### src/fbrs_pkg.sv
package fbrs_pkg;

  typedef logic [7:0] level_t;

  typedef enum logic [2:0] {
    RAMP_KICK   = 3'd0,
    RAMP_SETTLE = 3'd1,
    RAMP_UP     = 3'd2,
    RAMP_HIGH   = 3'd3,
    RAMP_DOWN   = 3'd4,
    RAMP_LOW    = 3'd5
  } ramp_phase_t;

  typedef enum logic [1:0] {
    DFL_IDLE   = 2'd0,
    DFL_ACTIVE = 2'd1,
    DFL_PEAK   = 2'd2
  } dfl_phase_t;

  typedef struct packed {
    logic        write_valid;
    level_t      drive_level;
    ramp_phase_t ramp_phase_now;
    dfl_phase_t  deflate_phase_now;
    logic        last;
  } res_t;

  localparam int CFG_IDX_W  = 3;
  localparam int CFG_DATA_W = 16;

  localparam logic [CFG_IDX_W-1:0] CFG_RAMP_UP_STEP   = 3'd0;
  localparam logic [CFG_IDX_W-1:0] CFG_RAMP_DOWN_STEP = 3'd1;
  localparam logic [CFG_IDX_W-1:0] CFG_HIGH_WAIT      = 3'd2;
  localparam logic [CFG_IDX_W-1:0] CFG_LOW_WAIT       = 3'd3;
  localparam logic [CFG_IDX_W-1:0] CFG_HIGH_LEVEL     = 3'd4;
  localparam logic [CFG_IDX_W-1:0] CFG_LOW_LEVEL      = 3'd5;
  localparam logic [CFG_IDX_W-1:0] CFG_DFL_LEVEL      = 3'd6;
  localparam logic [CFG_IDX_W-1:0] CFG_DFL_HOLD_LEVEL = 3'd7;

  localparam logic [15:0] RST_RAMP_STEP_MS = 16'd20;
  localparam logic [15:0] RST_WAIT_MS      = 16'd1000;
  localparam level_t      RST_HIGH_LEVEL   = 8'd200;
  localparam level_t      RST_LOW_LEVEL    = 8'd50;

  localparam level_t KICK_LEVEL = 8'd230;
  localparam level_t PEAK_LEVEL = 8'd250;
  localparam level_t LEVEL_MAX  = 8'd255;
  localparam level_t LEVEL_MIN  = 8'd0;

  localparam logic [15:0] SETTLE_MS = 16'd200;
  localparam logic [15:0] PEAK_MS   = 16'd15000;
  localparam logic [15:0] HOLD_MS   = 16'd15200;

endpackage

### src/fbrs_in_if.sv
interface fbrs_in_if #(parameter int TIME_BITS = 32);
  logic                 valid;
  logic                 ready;
  logic                 req_type;
  logic [TIME_BITS-1:0] now_ms;

  modport source(output valid, req_type, now_ms, input ready);
  modport sink(input valid, req_type, now_ms, output ready);
endinterface

### src/fbrs_out_if.sv
interface fbrs_out_if;
  logic                 valid;
  logic                 ready;
  logic                 write_valid;
  fbrs_pkg::level_t     drive_level;
  logic [2:0]           ramp_phase_now;
  logic [1:0]           deflate_phase_now;
  logic                 last;

  modport source(output valid, write_valid, drive_level, ramp_phase_now,
                 deflate_phase_now, last, input ready);
  modport sink(input valid, write_valid, drive_level, ramp_phase_now,
               deflate_phase_now, last, output ready);
endinterface

### src/fan_breathe_ramp_sequencer.sv
// Fan breathe / deflate level sequencer.
// in_ch carries one evaluation step per request: req_type (0 breathe, 1 deflate)
// and the free-running millisecond time now_ms. out_ch returns the level writes
// the step causes: one result for a breathe step, one or two for a deflate step
// (two when the peak and hold levels fall due together); last marks the final one.
// A result with write_valid low means the step wrote nothing.
// Timing: a request is registered, evaluated in one pass of compares and an
// 8-bit increment or decrement, and its results are then loaded into the
// output register, from which the first result is offered on out_ch.
// Throughput is one request per cycle while every request gives one result
// and out_ch takes each one; a request that gives two results holds the input
// until its first result is taken, as the output register drains one per cycle.
// When out_ch stalls, the held result stays put and one further request is
// still taken into the input register; in_ch.ready drops only after that.
// Reset (rst_n low, synchronous) clears both sequencers to their start phase,
// the level and time marks to zero, and loads the registers with their defaults.
// cfg_we writes cfg_wdata into register cfg_index; write only when
// the block has no request in flight.
module fan_breathe_ramp_sequencer #(
  parameter int TIME_BITS = 32
) (
  input  logic                                clk,
  input  logic                                rst_n,
  fbrs_in_if.sink                             in_ch,
  fbrs_out_if.source                          out_ch,
  input  logic                                cfg_we,
  input  logic [fbrs_pkg::CFG_IDX_W-1:0]      cfg_index,
  input  logic [fbrs_pkg::CFG_DATA_W-1:0]     cfg_wdata
);

  // configuration
  logic [15:0]      up_step_r, down_step_r, high_wait_r, low_wait_r;
  fbrs_pkg::level_t high_level_r, low_level_r, dfl_level_r, dfl_hold_r;

  // sequencer state
  fbrs_pkg::ramp_phase_t ramp_phase_r, ramp_phase_nxt;
  fbrs_pkg::level_t      ramp_level_r, ramp_level_nxt;
  logic [TIME_BITS-1:0]  ramp_mark_r, ramp_mark_nxt;
  fbrs_pkg::dfl_phase_t  dfl_phase_r, dfl_phase_nxt;
  logic [TIME_BITS-1:0]  dfl_mark_r, dfl_mark_nxt;
  logic                  dfl_latched_r, dfl_latched_nxt;

  // input register
  logic                 stg_valid_r;
  logic                 stg_req_r;
  logic [TIME_BITS-1:0] stg_now_r;

  // result register, up to two results
  fbrs_pkg::res_t res0_r, res1_r, res0_nxt, res1_nxt;
  logic [1:0]     cnt_r, cnt_nxt;

  logic                 consume;
  logic [TIME_BITS-1:0] ramp_elapsed, dfl_elapsed;

  // ramp evaluation results
  logic             ramp_wr;
  fbrs_pkg::level_t ramp_wr_level;

  // deflate evaluation results
  logic dfl_fire_start, dfl_fire_peak, dfl_fire_hold;

  assign consume = stg_valid_r &&
                   ((cnt_r == 2'd0) || ((cnt_r == 2'd1) && out_ch.ready));
  assign in_ch.ready = !stg_valid_r || consume;

  assign ramp_elapsed = stg_now_r - ramp_mark_r;
  assign dfl_elapsed  = stg_now_r - dfl_mark_r;

  // breathe ramp next state; fresh means the mark was just set to now
  always_comb begin
    logic fresh;
    fresh          = 1'b0;
    ramp_phase_nxt = ramp_phase_r;
    ramp_level_nxt = ramp_level_r;
    ramp_wr        = 1'b0;
    ramp_wr_level  = fbrs_pkg::LEVEL_MIN;
    if (ramp_phase_nxt == fbrs_pkg::RAMP_KICK) begin
      fresh          = 1'b1;
      ramp_wr        = 1'b1;
      ramp_wr_level  = fbrs_pkg::KICK_LEVEL;
      ramp_phase_nxt = fbrs_pkg::RAMP_SETTLE;
    end
    if (ramp_phase_nxt == fbrs_pkg::RAMP_SETTLE && !fresh &&
        ramp_elapsed > TIME_BITS'(fbrs_pkg::SETTLE_MS)) begin
      ramp_phase_nxt = fbrs_pkg::RAMP_UP;
    end
    if (ramp_phase_nxt == fbrs_pkg::RAMP_UP) begin
      if (!fresh && ramp_elapsed > TIME_BITS'(up_step_r)) begin
        fresh         = 1'b1;
        ramp_wr       = 1'b1;
        ramp_wr_level = ramp_level_nxt;
        if (ramp_level_nxt != fbrs_pkg::LEVEL_MAX) begin
          ramp_level_nxt = ramp_level_nxt + 8'd1;
        end
      end
      if (ramp_level_nxt >= high_level_r) begin
        fresh          = 1'b1;
        ramp_phase_nxt = fbrs_pkg::RAMP_HIGH;
      end
    end
    if (ramp_phase_nxt == fbrs_pkg::RAMP_HIGH && !fresh &&
        ramp_elapsed > TIME_BITS'(high_wait_r)) begin
      ramp_phase_nxt = fbrs_pkg::RAMP_DOWN;
    end
    if (ramp_phase_nxt == fbrs_pkg::RAMP_DOWN) begin
      if (!fresh && ramp_elapsed > TIME_BITS'(down_step_r)) begin
        fresh         = 1'b1;
        ramp_wr       = 1'b1;
        ramp_wr_level = ramp_level_nxt;
        if (ramp_level_nxt != fbrs_pkg::LEVEL_MIN) begin
          ramp_level_nxt = ramp_level_nxt - 8'd1;
        end
      end
      if (ramp_level_nxt <= low_level_r) begin
        fresh          = 1'b1;
        ramp_phase_nxt = fbrs_pkg::RAMP_LOW;
      end
    end
    if (ramp_phase_nxt == fbrs_pkg::RAMP_LOW && !fresh &&
        ramp_elapsed > TIME_BITS'(low_wait_r)) begin
      ramp_phase_nxt = fbrs_pkg::RAMP_KICK;
    end
    ramp_mark_nxt = fresh ? stg_now_r : ramp_mark_r;
  end

  // deflate next state; peak and hold can both fall due in one step
  always_comb begin
    dfl_fire_start  = (dfl_phase_r == fbrs_pkg::DFL_IDLE) && !dfl_latched_r;
    dfl_fire_peak   = (dfl_phase_r == fbrs_pkg::DFL_ACTIVE) &&
                      (dfl_elapsed > TIME_BITS'(fbrs_pkg::PEAK_MS));
    dfl_fire_hold   = ((dfl_phase_r == fbrs_pkg::DFL_PEAK) || dfl_fire_peak) &&
                      (dfl_elapsed > TIME_BITS'(fbrs_pkg::HOLD_MS));
    dfl_phase_nxt   = dfl_phase_r;
    dfl_latched_nxt = dfl_latched_r | dfl_fire_start;
    dfl_mark_nxt    = dfl_fire_start ? stg_now_r : dfl_mark_r;
    if (dfl_fire_start) begin
      dfl_phase_nxt = fbrs_pkg::DFL_ACTIVE;
    end else if (dfl_fire_hold) begin
      dfl_phase_nxt = fbrs_pkg::DFL_IDLE;
    end else if (dfl_fire_peak) begin
      dfl_phase_nxt = fbrs_pkg::DFL_PEAK;
    end
  end

  // result assembly
  always_comb begin
    res0_nxt = res0_r;
    res1_nxt = res1_r;
    cnt_nxt  = cnt_r;
    if (consume) begin
      res1_nxt = '{write_valid: 1'b1, drive_level: dfl_hold_r,
                   ramp_phase_now: ramp_phase_r,
                   deflate_phase_now: fbrs_pkg::DFL_IDLE, last: 1'b1};
      cnt_nxt  = 2'd1;
      if (!stg_req_r) begin
        res0_nxt = '{write_valid: ramp_wr, drive_level: ramp_wr_level,
                     ramp_phase_now: ramp_phase_nxt,
                     deflate_phase_now: fbrs_pkg::DFL_IDLE, last: 1'b1};
      end else if (dfl_fire_start) begin
        res0_nxt = '{write_valid: 1'b1, drive_level: dfl_level_r,
                     ramp_phase_now: ramp_phase_r,
                     deflate_phase_now: fbrs_pkg::DFL_ACTIVE, last: 1'b1};
      end else if (dfl_fire_peak) begin
        res0_nxt = '{write_valid: 1'b1, drive_level: fbrs_pkg::PEAK_LEVEL,
                     ramp_phase_now: ramp_phase_r,
                     deflate_phase_now: fbrs_pkg::DFL_PEAK,
                     last: !dfl_fire_hold};
        if (dfl_fire_hold) begin
          cnt_nxt = 2'd2;
        end
      end else if (dfl_fire_hold) begin
        res0_nxt = res1_nxt;
      end else begin
        res0_nxt = '{write_valid: 1'b0, drive_level: fbrs_pkg::LEVEL_MIN,
                     ramp_phase_now: ramp_phase_r,
                     deflate_phase_now: dfl_phase_r, last: 1'b1};
      end
    end else if (out_ch.valid && out_ch.ready) begin
      if (cnt_r == 2'd2) begin
        res0_nxt = res1_r;
        cnt_nxt  = 2'd1;
      end else begin
        cnt_nxt = 2'd0;
      end
    end
  end

  assign out_ch.valid             = (cnt_r != 2'd0);
  assign out_ch.write_valid       = res0_r.write_valid;
  assign out_ch.drive_level       = res0_r.drive_level;
  assign out_ch.ramp_phase_now    = res0_r.ramp_phase_now;
  assign out_ch.deflate_phase_now = res0_r.deflate_phase_now;
  assign out_ch.last              = res0_r.last;

  always_ff @(posedge clk) begin
    if (!rst_n) begin
      up_step_r    <= fbrs_pkg::RST_RAMP_STEP_MS;
      down_step_r  <= fbrs_pkg::RST_RAMP_STEP_MS;
      high_wait_r  <= fbrs_pkg::RST_WAIT_MS;
      low_wait_r   <= fbrs_pkg::RST_WAIT_MS;
      high_level_r <= fbrs_pkg::RST_HIGH_LEVEL;
      low_level_r  <= fbrs_pkg::RST_LOW_LEVEL;
      dfl_level_r  <= fbrs_pkg::LEVEL_MIN;
      dfl_hold_r   <= fbrs_pkg::LEVEL_MIN;
    end else if (cfg_we) begin
      case (cfg_index)
        fbrs_pkg::CFG_RAMP_UP_STEP:   up_step_r    <= cfg_wdata;
        fbrs_pkg::CFG_RAMP_DOWN_STEP: down_step_r  <= cfg_wdata;
        fbrs_pkg::CFG_HIGH_WAIT:      high_wait_r  <= cfg_wdata;
        fbrs_pkg::CFG_LOW_WAIT:       low_wait_r   <= cfg_wdata;
        fbrs_pkg::CFG_HIGH_LEVEL:     high_level_r <= cfg_wdata[7:0];
        fbrs_pkg::CFG_LOW_LEVEL:      low_level_r  <= cfg_wdata[7:0];
        fbrs_pkg::CFG_DFL_LEVEL:      dfl_level_r  <= cfg_wdata[7:0];
        fbrs_pkg::CFG_DFL_HOLD_LEVEL: dfl_hold_r   <= cfg_wdata[7:0];
        default: ;
      endcase
    end
  end

  always_ff @(posedge clk) begin
    if (!rst_n) begin
      stg_valid_r   <= 1'b0;
      cnt_r         <= 2'd0;
      ramp_phase_r  <= fbrs_pkg::RAMP_KICK;
      ramp_level_r  <= fbrs_pkg::LEVEL_MIN;
      ramp_mark_r   <= '0;
      dfl_phase_r   <= fbrs_pkg::DFL_IDLE;
      dfl_mark_r    <= '0;
      dfl_latched_r <= 1'b0;
    end else begin
      cnt_r <= cnt_nxt;
      if (in_ch.valid && in_ch.ready) begin
        stg_valid_r <= 1'b1;
      end else if (consume) begin
        stg_valid_r <= 1'b0;
      end
      if (consume) begin
        if (!stg_req_r) begin
          ramp_phase_r  <= ramp_phase_nxt;
          ramp_level_r  <= ramp_level_nxt;
          ramp_mark_r   <= ramp_mark_nxt;
          // a breathe step releases the deflate latch
          dfl_phase_r   <= fbrs_pkg::DFL_IDLE;
          dfl_latched_r <= 1'b0;
        end else begin
          dfl_phase_r   <= dfl_phase_nxt;
          dfl_mark_r    <= dfl_mark_nxt;
          dfl_latched_r <= dfl_latched_nxt;
        end
      end
    end
  end

  always_ff @(posedge clk) begin
    if (in_ch.valid && in_ch.ready) begin
      stg_req_r <= in_ch.req_type;
      stg_now_r <= in_ch.now_ms;
    end
    res0_r <= res0_nxt;
    res1_r <= res1_nxt;
  end

`ifndef NO_ASSERTIONS
  a_breathe_one_result: assert property (@(posedge clk) disable iff (!rst_n)
    consume && !stg_req_r |=> cnt_r == 2'd1)
    else $error("breathe request did not load exactly one result");

  a_pair_order: assert property (@(posedge clk) disable iff (!rst_n)
    cnt_r == 2'd2 |-> res0_r.write_valid && !res0_r.last && res1_r.last)
    else $error("result pair out of order");

  a_single_is_last: assert property (@(posedge clk) disable iff (!rst_n)
    cnt_r == 2'd1 |-> res0_r.last)
    else $error("lone pending result not marked last");

  a_deflate_keeps_ramp: assert property (@(posedge clk) disable iff (!rst_n)
    consume && stg_req_r |=> $stable(ramp_level_r) && $stable(ramp_phase_r)
      && dfl_latched_r)
    else $error("deflate request disturbed ramp state or left latch clear");
`endif

endmodule
### src/flat_wrapper.sv
// flat-port wrapper written by rule: the top's interface ports become plain ports
module fan_breathe_ramp_sequencer_flat 
#(
  parameter int TIME_BITS = 32
)
  (clk, rst_n, cfg_we, cfg_index, cfg_wdata, in_ch_valid, in_ch_req_type, in_ch_now_ms, in_ch_ready, out_ch_valid, out_ch_write_valid, out_ch_drive_level, out_ch_ramp_phase_now, out_ch_deflate_phase_now, out_ch_last, out_ch_ready);
  fbrs_in_if #(.TIME_BITS(TIME_BITS)) in_ch_i ();
  fbrs_out_if out_ch_i ();
  input  logic clk;
  input  logic rst_n;
  input  logic cfg_we;
  input  logic [fbrs_pkg::CFG_IDX_W-1:0] cfg_index;
  input  logic [fbrs_pkg::CFG_DATA_W-1:0] cfg_wdata;
  input wire logic [$bits(in_ch_i.valid)-1:0] in_ch_valid;
  input wire logic [$bits(in_ch_i.req_type)-1:0] in_ch_req_type;
  input wire logic [$bits(in_ch_i.now_ms)-1:0] in_ch_now_ms;
  output wire logic [$bits(in_ch_i.ready)-1:0] in_ch_ready;
  output wire logic [$bits(out_ch_i.valid)-1:0] out_ch_valid;
  output wire logic [$bits(out_ch_i.write_valid)-1:0] out_ch_write_valid;
  output wire logic [$bits(out_ch_i.drive_level)-1:0] out_ch_drive_level;
  output wire logic [$bits(out_ch_i.ramp_phase_now)-1:0] out_ch_ramp_phase_now;
  output wire logic [$bits(out_ch_i.deflate_phase_now)-1:0] out_ch_deflate_phase_now;
  output wire logic [$bits(out_ch_i.last)-1:0] out_ch_last;
  input wire logic [$bits(out_ch_i.ready)-1:0] out_ch_ready;
  assign in_ch_i.valid = in_ch_valid;
  assign in_ch_i.req_type = in_ch_req_type;
  assign in_ch_i.now_ms = in_ch_now_ms;
  assign in_ch_ready = in_ch_i.ready;
  assign out_ch_valid = out_ch_i.valid;
  assign out_ch_write_valid = out_ch_i.write_valid;
  assign out_ch_drive_level = out_ch_i.drive_level;
  assign out_ch_ramp_phase_now = out_ch_i.ramp_phase_now;
  assign out_ch_deflate_phase_now = out_ch_i.deflate_phase_now;
  assign out_ch_last = out_ch_i.last;
  assign out_ch_i.ready = out_ch_ready;
  fan_breathe_ramp_sequencer #(.TIME_BITS(TIME_BITS)) u_core (.clk(clk), .rst_n(rst_n), .in_ch(in_ch_i), .out_ch(out_ch_i), .cfg_we(cfg_we), .cfg_index(cfg_index), .cfg_wdata(cfg_wdata));
endmodule
### config.mk
export PLATFORM = sky130hd
export DESIGN_NAME = fan_breathe_ramp_sequencer_flat
export DESIGN_NICKNAME = d
export VERILOG_FILES = /design/src/fbrs_pkg.sv /design/src/fbrs_in_if.sv /design/src/fbrs_out_if.sv /design/src/fan_breathe_ramp_sequencer.sv /design/src/flat_wrapper.sv
export SDC_FILE = /design/constraint.sdc
export NUM_CORES = 1
export LEC_CHECK = 0
export BUFFER_PORTS_ARGS = -buffer_cell sky130_fd_sc_hd__clkbuf_2
export CORE_MARGIN = 3
export CORE_UTILIZATION = 35
export CTS_CLUSTER_SIZE = 24
export DETAILED_ROUTE_END_ITERATION = 10
export GPL_TIMING_DRIVEN = 1
export REMOVE_ABC_BUFFERS = 1
export SYNTH_ARGS = -nofsm -noshare
export SYNTH_HDL_FRONTEND = slang
export SYNTH_SLANG_ARGS = --single-unit
export TNS_END_PERCENT = 5
### constraint.sdc
create_clock -name clk -period 11.8 [get_ports clk]
set_clock_uncertainty 0.05 [all_clocks]
set_input_delay 0.59 -clock clk [delete_from_list [all_inputs] [get_ports clk]]
set_output_delay 0.59 -clock clk [all_outputs]
set_load 0.01 [all_outputs]
==> out/metrics.cfg, run 1 <==
[cells_and_area]
syn_to_final_growth_pct=11.4
final_util_pct=39.6
drive_above_1_share_pct=9.66
layout_common_cells=nand2_1, a21oi_1, dfxtp_1, inv_1, ha_1
nets=2168
antennaDiodeCount=0
final_common_cell=nand2_1

[floorplanning]
initial_core_util_pct=35.5
rows=77
ios=74
die_y_um=218
core_um2=44300
dieArea_um2=47600
die_x_um=218

[critical_path]
slowest_delay_ns=0.57
worst_setup_path_end_kind=register
r2r_cells=39
cpMostUsedCell=ha_1
r2r_end=u_core.ramp_mark_r[17]
r2r-start=u_core.stg_now_r[0]
rrSetupSlack_ns=1.47
worstSetupStartpointType=register
arrival_ns=10.69
cp_slowest_cell=nand2_2
path_class=reg -> reg
critPathMaxFanout=32
cp.required_ns=12.16

[sta]
rsz0062_at_grt=no
tightest_slew_ns=1.07
max_freq_mhz=96.8
relSlewSlack_pct=26.6
slew_violations=0
setup_violations=0
hold_violations=0
holdWs_ns=0.147
fin_crit_ns=10.33
tns_ns=0
finalCritPeriodShare_pct=87.5

[synth]
synthDistinctLibCells=105
synthCells=1934
async_reset_ff_share_pct=0
ys_seq_area_share_pct=33.7
syn_area_um2=15800
ys_ff_latch=236
yosys_warnings=0
synthFlopType=dfxtp_1
synth-edff-count=59
syn_area_per_cell_um2=8.14

[power]
report.power.total_uw=2250
p_clk_share_pct=40.4
p_comb_share_pct=20.3
power-per-cell-area_nw_per_um2=128
p_int_uw=1600
p_seq_share_pct=39.3
switching_share_pct=28.9
ir_drop_uv=105
p_sw_uw=651
p_leak_uw=0.00691

[routing]
num_vias=13700
routedWlPerCell_um=16.5
drt_iter0_markers=903
dr.pass1.iters=5
routed_wl_mm=42.5
routed_via_density=5.32
drtAntennaViolNets=0
route.detailed.drc=0

[global_route]
grt_overflow_total=0
grt_antenna_before_repair=0
grt_first_pass_wirelength_mm=68.4
grt_pass1_vias=13000
grt_max_degree=80
grt_use_total_pct=17.5

[status]
outcome=complete, no violations

[clocking]
ctsHoldBuffers=0
postCtsResizedCells=0
clock_latency_ns=0.56
cts_buffers=29
post_cts_buffers=0
tritoncts=done
path_clk_slew_ns=0.06
cts-root-buf=clkbuf_16
cts.sinks=236
clockBufferDepth=3
h-tree-depth=1

[placement]
place.port_buffers=73
dp_hpwl_mm=31.7
place_congestion=0.891

[hold_path]
hp-class=in -> reg
holdPathEnd=u_core.stg_now_r[4]
worstHoldStart=in_ch_now_ms[4]
whs_path_depth=1

[job]
drv_cap=0

[flip-flops by register name, summed over array words and instances, names as in the netlist, 3 cells and up]
register,count
u_core.up_step_r,16
u_core.high_level_r,8
u_core.dfl_hold_r,8
u_core.high_wait_r,16
u_core.out_ch.ramp_phase_now,3
u_core.out_ch.drive_level,8
u_core.stg_now_r,32
u_core.ramp_phase_r,3
u_core.ramp_level_r,8
u_core.low_level_r,8
u_core.dfl_level_r,8
u_core.dfl_mark_r,32
u_core.ramp_mark_r,32
u_core.res1_r,11
u_core.down_step_r,16
u_core.low_wait_r,16
[critical path, delay by kind of cell (launching register included)]
kind	cells	cell delay [ns]
AOI/OAI and AO/OA	18	4.28
and+or+nand+nor	9	2.01
adders and majority gates	5	1.49
muxes	4	1.46
DFF	1	0.41
xor gates and xnor gates	1	0.24
buffers and inverters	2	0.17
[cell families after synthesis]
logic type	Yosys count	share of synthesized area [%]
flops	236	33.7
simple gates	667	19.6
compound gates	537	22.4
fa+ha+maj	146	11.7
xor+xnor	51	2.95
mux	46	3.04
buf+inv	251	6.60
[area by class of cell]
class | count | area (um^2)
Sequential cell | 236 | 5320
Multi-Input combinational cell | 1447 | 9420
Inverter | 164 | 618
Clock inverter | 10 | 135
Fill cell | 4574 | 26800
Timing Repair Buffer | 87 | 470
Clock buffer | 43 | 850
Tap cell | 592 | 741
[worst max path at each step]
stage	startpoint	slack, ns	endpoint
3_5_place_dp	u_core.stg_now_r[0]	1.52	u_core.ramp_mark_r[17]
5_1_grt	u_core.stg_now_r[8]	0.65	u_core.ramp_mark_r[20]
4_1_cts	u_core.stg_now_r[0]	1.48	u_core.ramp_mark_r[17]
6_report	u_core.stg_now_r[0]	1.47	u_core.ramp_mark_r[17]
2_1_floorplan	u_core.stg_now_r[0]	2.66	u_core.ramp_mark_r[0]
3_3_place_gp	u_core.stg_now_r[0]	1.88	u_core.ramp_mark_r[0]
[power by group through the flow]
stage	clock network, uW	logic (uW)	registers [uW]
2_1_floorplan	0	321	896
3_3_place_gp	0	445	902
3_5_place_dp	0	452	902
4_1_cts	939	456	885
5_1_grt	966	514	888
6_report	910	456	885
[synth_stat cells (7+ instances only)]
cell type / instances / area share, %
nand2_1: 327 / 7.8
a21oi_1: 215 / 6.8
dfxtp_1: 177 / 22
inv_1: 163 / 3.9
ha_1: 144 / 11
nor2_1: 120 / 2.9
o21ai_0: 65 / 2.1
edfxtp_1: 59 / 11
clkbuf_1: 57 / 1.4
a21o_1: 49 / 2.3
mux2i_1: 40 / 2.5
o211ai_1: 36 / 1.7
nand3_1: 35 / 1.1
xnor2_1: 29 / 1.6
nor3_1: 28 / 0.89
nand4_1: 24 / 0.95
nand2b_1: 21 / 0.83
xor2_1: 21 / 1.2
nor2b_1: 18 / 0.71
o21a_1: 16 / 0.76
a31oi_1: 14 / 0.56
a211o_1: 13 / 0.72
a211oi_1: 13 / 0.62
nor4_1: 13 / 0.52
and2_1: 12 / 0.48
o21bai_1: 12 / 0.57
a221oi_1: 11 / 0.61
or3_1: 11 / 0.44
and3_1: 10 / 0.40
buf_6: 9 / 0.64
clkbuf_2: 8 / 0.25
o22ai_1: 8 / 0.32
or2_2: 8 / 0.32
a21boi_0: 7 / 0.33
and4_1: 7 / 0.39
buf_1: 7 / 0.17
[per-stage QoR]
| stage | setup slack (ns) | cell area [um^2] | instances |
|---|---|---|---|
| after floorplan | 2.66 | 15300 | 1847 |
| after detailed placement | 1.52 | 16600 | 2526 |
| after global placement | 1.88 | 16600 | 2526 |
| final | 1.47 | 17600 | 2579 |
| after CTS | 1.48 | 17600 | 2579 |
| after global routing | 0.649 | 17600 | 2579 |
[layer usage]
layer / part of all wire (%) / track usage (%)
met1: 46 / 23.2
met2: 46 / 29.4
met3: 5.2 / 2.85
met4: 3.0 / 4.89
met5: 0 / 0
Power figures use the tool's default switching activity.
==> run 2: changes to the inputs <==
CELL_PAD_IN_SITES_DETAIL_PLACEMENT = 0   (was not set)
CELL_PAD_IN_SITES_GLOBAL_PLACEMENT = 1   (was not set)
MAX_ROUTING_LAYER = met4   (was not set)
PLACE_DENSITY_LB_ADDON = 0.1   (was not set)
clock period = 10.9 ns   (was 11.8 ns; I/O delays follow)
==> out/metrics.cfg, run 2 (synthesized netlist as in run 1, its figures left out) <==
[status]
outcome=complete, no violations

[floorplanning]
die_x_um=218
rows=77
die_y_um=218
ios=74
initial_core_util_pct=35.5
core_um2=44300
dieArea_um2=47600

[hold_path]
worstHoldStart=in_ch_now_ms[15]
holdPathEnd=u_core.stg_now_r[15]
hp-class=in -> reg
whs_path_depth=1

[cells_and_area]
syn_to_final_growth_pct=11.7
final.fill_count=4703
fin_area_um2=17600
multiInputGateArea_um2=9420
ff_latch_area_um2=5320
antennaDiodeCount=0
final_common_cell=nand2_1
largest_registers=u_core.dfl_mark_r x32, u_core.ramp_mark_r x32, u_core.stg_now_r x32
nets=2172
layout_common_cells=nand2_1, a21oi_1, dfxtp_1, inv_1, ha_1
drive_above_1_share_pct=9.79

[sta]
rsz0062_at_grt=no
slew_violations=0
tns_ns=0
max_freq_mhz=101
fin_ws_ns=0.961
setup_violations=0
fin_crit_ns=9.94
relSlewSlack_pct=30.4
tightest_slew_ns=1.02
finalCritPeriodShare_pct=91.2
hold_violations=0

[power]
p_comb_share_pct=20.4
p_sw_uw=738
p_int_uw=1740
p_clk_share_pct=40.9
p_leak_uw=0.00693
switching_share_pct=29.8
power-per-cell-area_nw_per_um2=141
ir_drop_uv=93.2
p_seq_share_pct=38.6
report.power.total_uw=2480

[job]
drv_cap=0

[routing]
dr.pass1.iters=5
drtAntennaViolNets=0
routed_wl_mm=47.1
routedWlPerCell_um=18.2
drt_iter0_markers=717
routed_via_density=5.29
num_vias=13700
route.detailed.drc=0

[clocking]
h-tree-depth=1
post_cts_buffers=0
path_clk_slew_ns=0.06
clockBufferDepth=3
tritoncts=done
clock_latency_ns=0.57
postCtsResizedCells=0
cts-root-buf=clkbuf_16
cts_buffers=31
cts.sinks=236
ctsHoldBuffers=0

[critical_path]
r2r-start=u_core.stg_now_r[8]
r2r_end=u_core.out_ch.ramp_phase_now[2]
slowest_delay_ns=0.57
cp_slowest_cell=o41ai_1
r2r_cells=39
arrival_ns=10.21
cpMostUsedCell=a21oi_1
worstSetupStartpointType=register
path_class=reg -> reg
rrSetupSlack_ns=0.96
critPathMaxFanout=9
cp.required_ns=11.17
worst_setup_path_end_kind=register

[placement]
dp_slack_ns=1.06
place.port_buffers=73
place_congestion=0.887
dp_hpwl_mm=35.1
dpl_cell_area_um2=16600

[global_route]
grt_antenna_before_repair=1
grt_use_total_pct=20.1
grt_pass1_vias=13200
grt_overflow_total=0
grt_max_degree=82
grt_first_pass_wirelength_mm=74.6

[run 2: power groups by stage]
stage	combinational [uW]	clock (uW)	sequential, uW
2_1_floorplan	348	0	970
3_3_place_gp	504	0	977
3_5_place_dp	504	0	977
4_1_cts	508	1050	958
5_1_grt	572	1080	962
6_report	507	1010	958
[run 2: worst max path at each step]
stage | start | end | cells past startpoint
finish | u_core.stg_now_r[8] | u_core.out_ch.ramp_phase_now[2] | 39
global route | u_core.stg_now_r[8] | u_core.out_ch.ramp_phase_now[2] | 39
CTS | u_core.stg_now_r[8] | u_core.out_ch.ramp_phase_now[2] | 39
detailed placement | u_core.stg_now_r[0] | u_core.out_ch.ramp_phase_now[2] | 41
global placement | u_core.stg_now_r[8] | u_core.out_ch.ramp_phase_now[2] | 39
floorplan | u_core.stg_now_r[0] | u_core.ramp_mark_r[0] | 39
[run 2: final cells by class]
class                   count  area share [%]
multi-input cells        1447            53.6
clock inverters             4           0.292
flip-flops and latches    236            30.2
inverters                 164            3.51
clock buffers              51            5.46
repair buffers             89            2.76
well taps                 592            4.21
[run 2: layer usage]
layer / track usage (%) / vias to the layer above / share of wire (%)
li1: - / 6920 / -
met1: 28.4 / 6453 / 51
met2: 30.6 / 225 / 43
met3: 2.67 / 70 / 3.8
met4: 4.89 / 0 / 2.6
met5: - / - / 0
[run 2: critical path, delay by kind of cell, from the launching register on]
family	cells	cell delay, ns
adder cells (fa/ha/maj)	4	1.31
multiplexers	2	0.53
flip-flops	1	0.45
AND/OR/NAND/NOR	12	2.26
buffers and inverters	1	0.16
AO/OA/AOI/OAI	20	4.92
[run 2: through the flow]
stage	hold slack [ns]	util [%]	std cells
2_1_floorplan	0.380	-	1847
3_3_place_gp	0.392	37.4	2528
3_5_place_dp	0.394	37.4	2528
4_1_cts	0.0528	39.7	2583
5_1_grt	0.0591	39.7	2583
6_report	0.0965	39.7	2583
==> run 3: changes to the inputs <==
PLACE_DENSITY = 0.73   (was not set)
PLACE_DENSITY_LB_ADDON = not set   (was 0.1)
==> out/metrics.cfg, run 3 (synthesized netlist as in run 1, its figures left out) <==
[status]
outcome=complete, no violations

[hold_path]
hp-class=in -> reg

[power]
p_sw_uw=741
power-per-cell-area_nw_per_um2=142
switching_share_pct=29.6
p_leak_uw=0.00695
p_clk_share_pct=41.8
p_seq_share_pct=38.3
p_comb_share_pct=19.9
ir_drop_uv=87.3
p_int_uw=1760

[sta]
slew_violations=0
fin_ws_ns=1.06
relSlewSlack_pct=29.1
hold_violations=0
fin_crit_ns=9.84
max_freq_mhz=102
tns_ns=0
tightest_slew_ns=1.04
holdWs_ns=0.107
setup_violations=0
finalCritPeriodShare_pct=90.2
rsz0062_at_grt=no

[floorplanning]
core_um2=44300
dieArea_um2=47600
ios=74
rows=77
initial_core_util_pct=35.5
die_y_um=218
die_x_um=218

[routing]
num_vias=13600
routed_wl_mm=43.8
routedWlPerCell_um=17.0
drt_iter0_markers=765
dr.pass1.iters=5
drtAntennaViolNets=0
routed_via_density=5.27
route.detailed.drc=0

[critical_path]
worst_setup_path_end_kind=register
cp.required_ns=11.26
path_class=reg -> reg
cp_slowest_cell=nand2_2
critPathMaxFanout=32
worstSetupStartpointType=register
slowest_delay_ns=0.57
cpMostUsedCell=ha_1
arrival_ns=10.20
path_buf_inv=3
cp_top_family=compound AO/OA/AOI/OAI gates

[global_route]
grt_use_total_pct=18.5
grt_max_degree=78
grt_antenna_before_repair=0
grt_pass1_vias=12800
grt_first_pass_wirelength_mm=69.6
grt_overflow_total=0

[placement]
dp_slack_ns=1.07
dp_hpwl_mm=32.4
place.port_buffers=73
place_congestion=0.925

[job]
drv_cap=0

[cells_and_area]
final.fill_count=4617
largest_registers=u_core.dfl_mark_r x32, u_core.ramp_mark_r x32, u_core.stg_now_r x32
drive_above_1_share_pct=9.95
final_common_cell=nand2_1
layout_common_cells=nand2_1, a21oi_1, dfxtp_1, inv_1, ha_1
nets=2169
syn_to_final_growth_pct=11.8
antennaDiodeCount=0

[clocking]
ctsHoldBuffers=0
cts_buffers=30
clock_latency_ns=0.58
h-tree-depth=1
post_cts_buffers=0
tritoncts=done
clockBufferDepth=3
cts.sinks=236
path_clk_slew_ns=0.06
postCtsResizedCells=0
cts-root-buf=clkbuf_16

run 3: cell types whose count changed in the layout (fill, tap and decap cells not counted):
cell        change
clkbuf_1        -7
clkinv_8        +1
clkinvlp_4      +1
buf_4           -2
bufinv_16       +3
clkbuf_16       +1
inv_4           +2
clkinv_2        +6
clkinv_1        +3
clkbuf_8       -10
inv_6           +1
run 3: stage by stage:
step                area (um^2)  std cells  utilization [%]  power (uW)
CTS                       17600       2582             39.7        2530
detailed placement        16600       2526             37.4        1470
global placement          16600       2526             37.4        1460
global route              17600       2582             39.7        2630
floorplan                 15300       1847                -        1320
finish                    17600       2582             39.7        2500
run 3: path summary, 6_finish.rpt:
check / start / to / slack [ns] / cells after the start
min reg2reg: u_core.dfl_mark_r[21] / u_core.dfl_mark_r[21] / 0.40 / 2
max: u_core.stg_now_r[0] / u_core.ramp_mark_r[1] / 1.06 / 40
min: in_ch_req_type / u_core.stg_req_r / 0.11 / 1
max reg2reg: u_core.stg_now_r[0] / u_core.ramp_mark_r[1] / 1.06 / 40
run 3: power by group through the flow:
stage                     logic, uW  clock network [uW]  registers (uW)
after CTS                       497                1070             958
after detailed placement        494                   0             977
after floorplan                 348                   0             970
after global placement          488                   0             976
after global routing            559                1110             961
final                           497                1040             958
run 3: cell type report:
cell class,instances,area [um^2],share of cell area [%]
clock inverter,21,228,1.29
multi-input combinational,1447,9420,53.5
clock buffer,35,822,4.67
timing repair buffer,87,470,2.67
sequential,236,5320,30.2
tap,592,741,4.20
inverter,164,618,3.51
run 3: routing by layer:
metal	up-vias	wire length, um	global-route usage, %	part of all wire (%)
met3	58	1840	1.77	4.2
met2	255	20000	29.7	46
met5	-	0	-	0
met1	6370	21200	25.4	48
li1	6912	-	-	-
met4	0	773	3.91	1.8
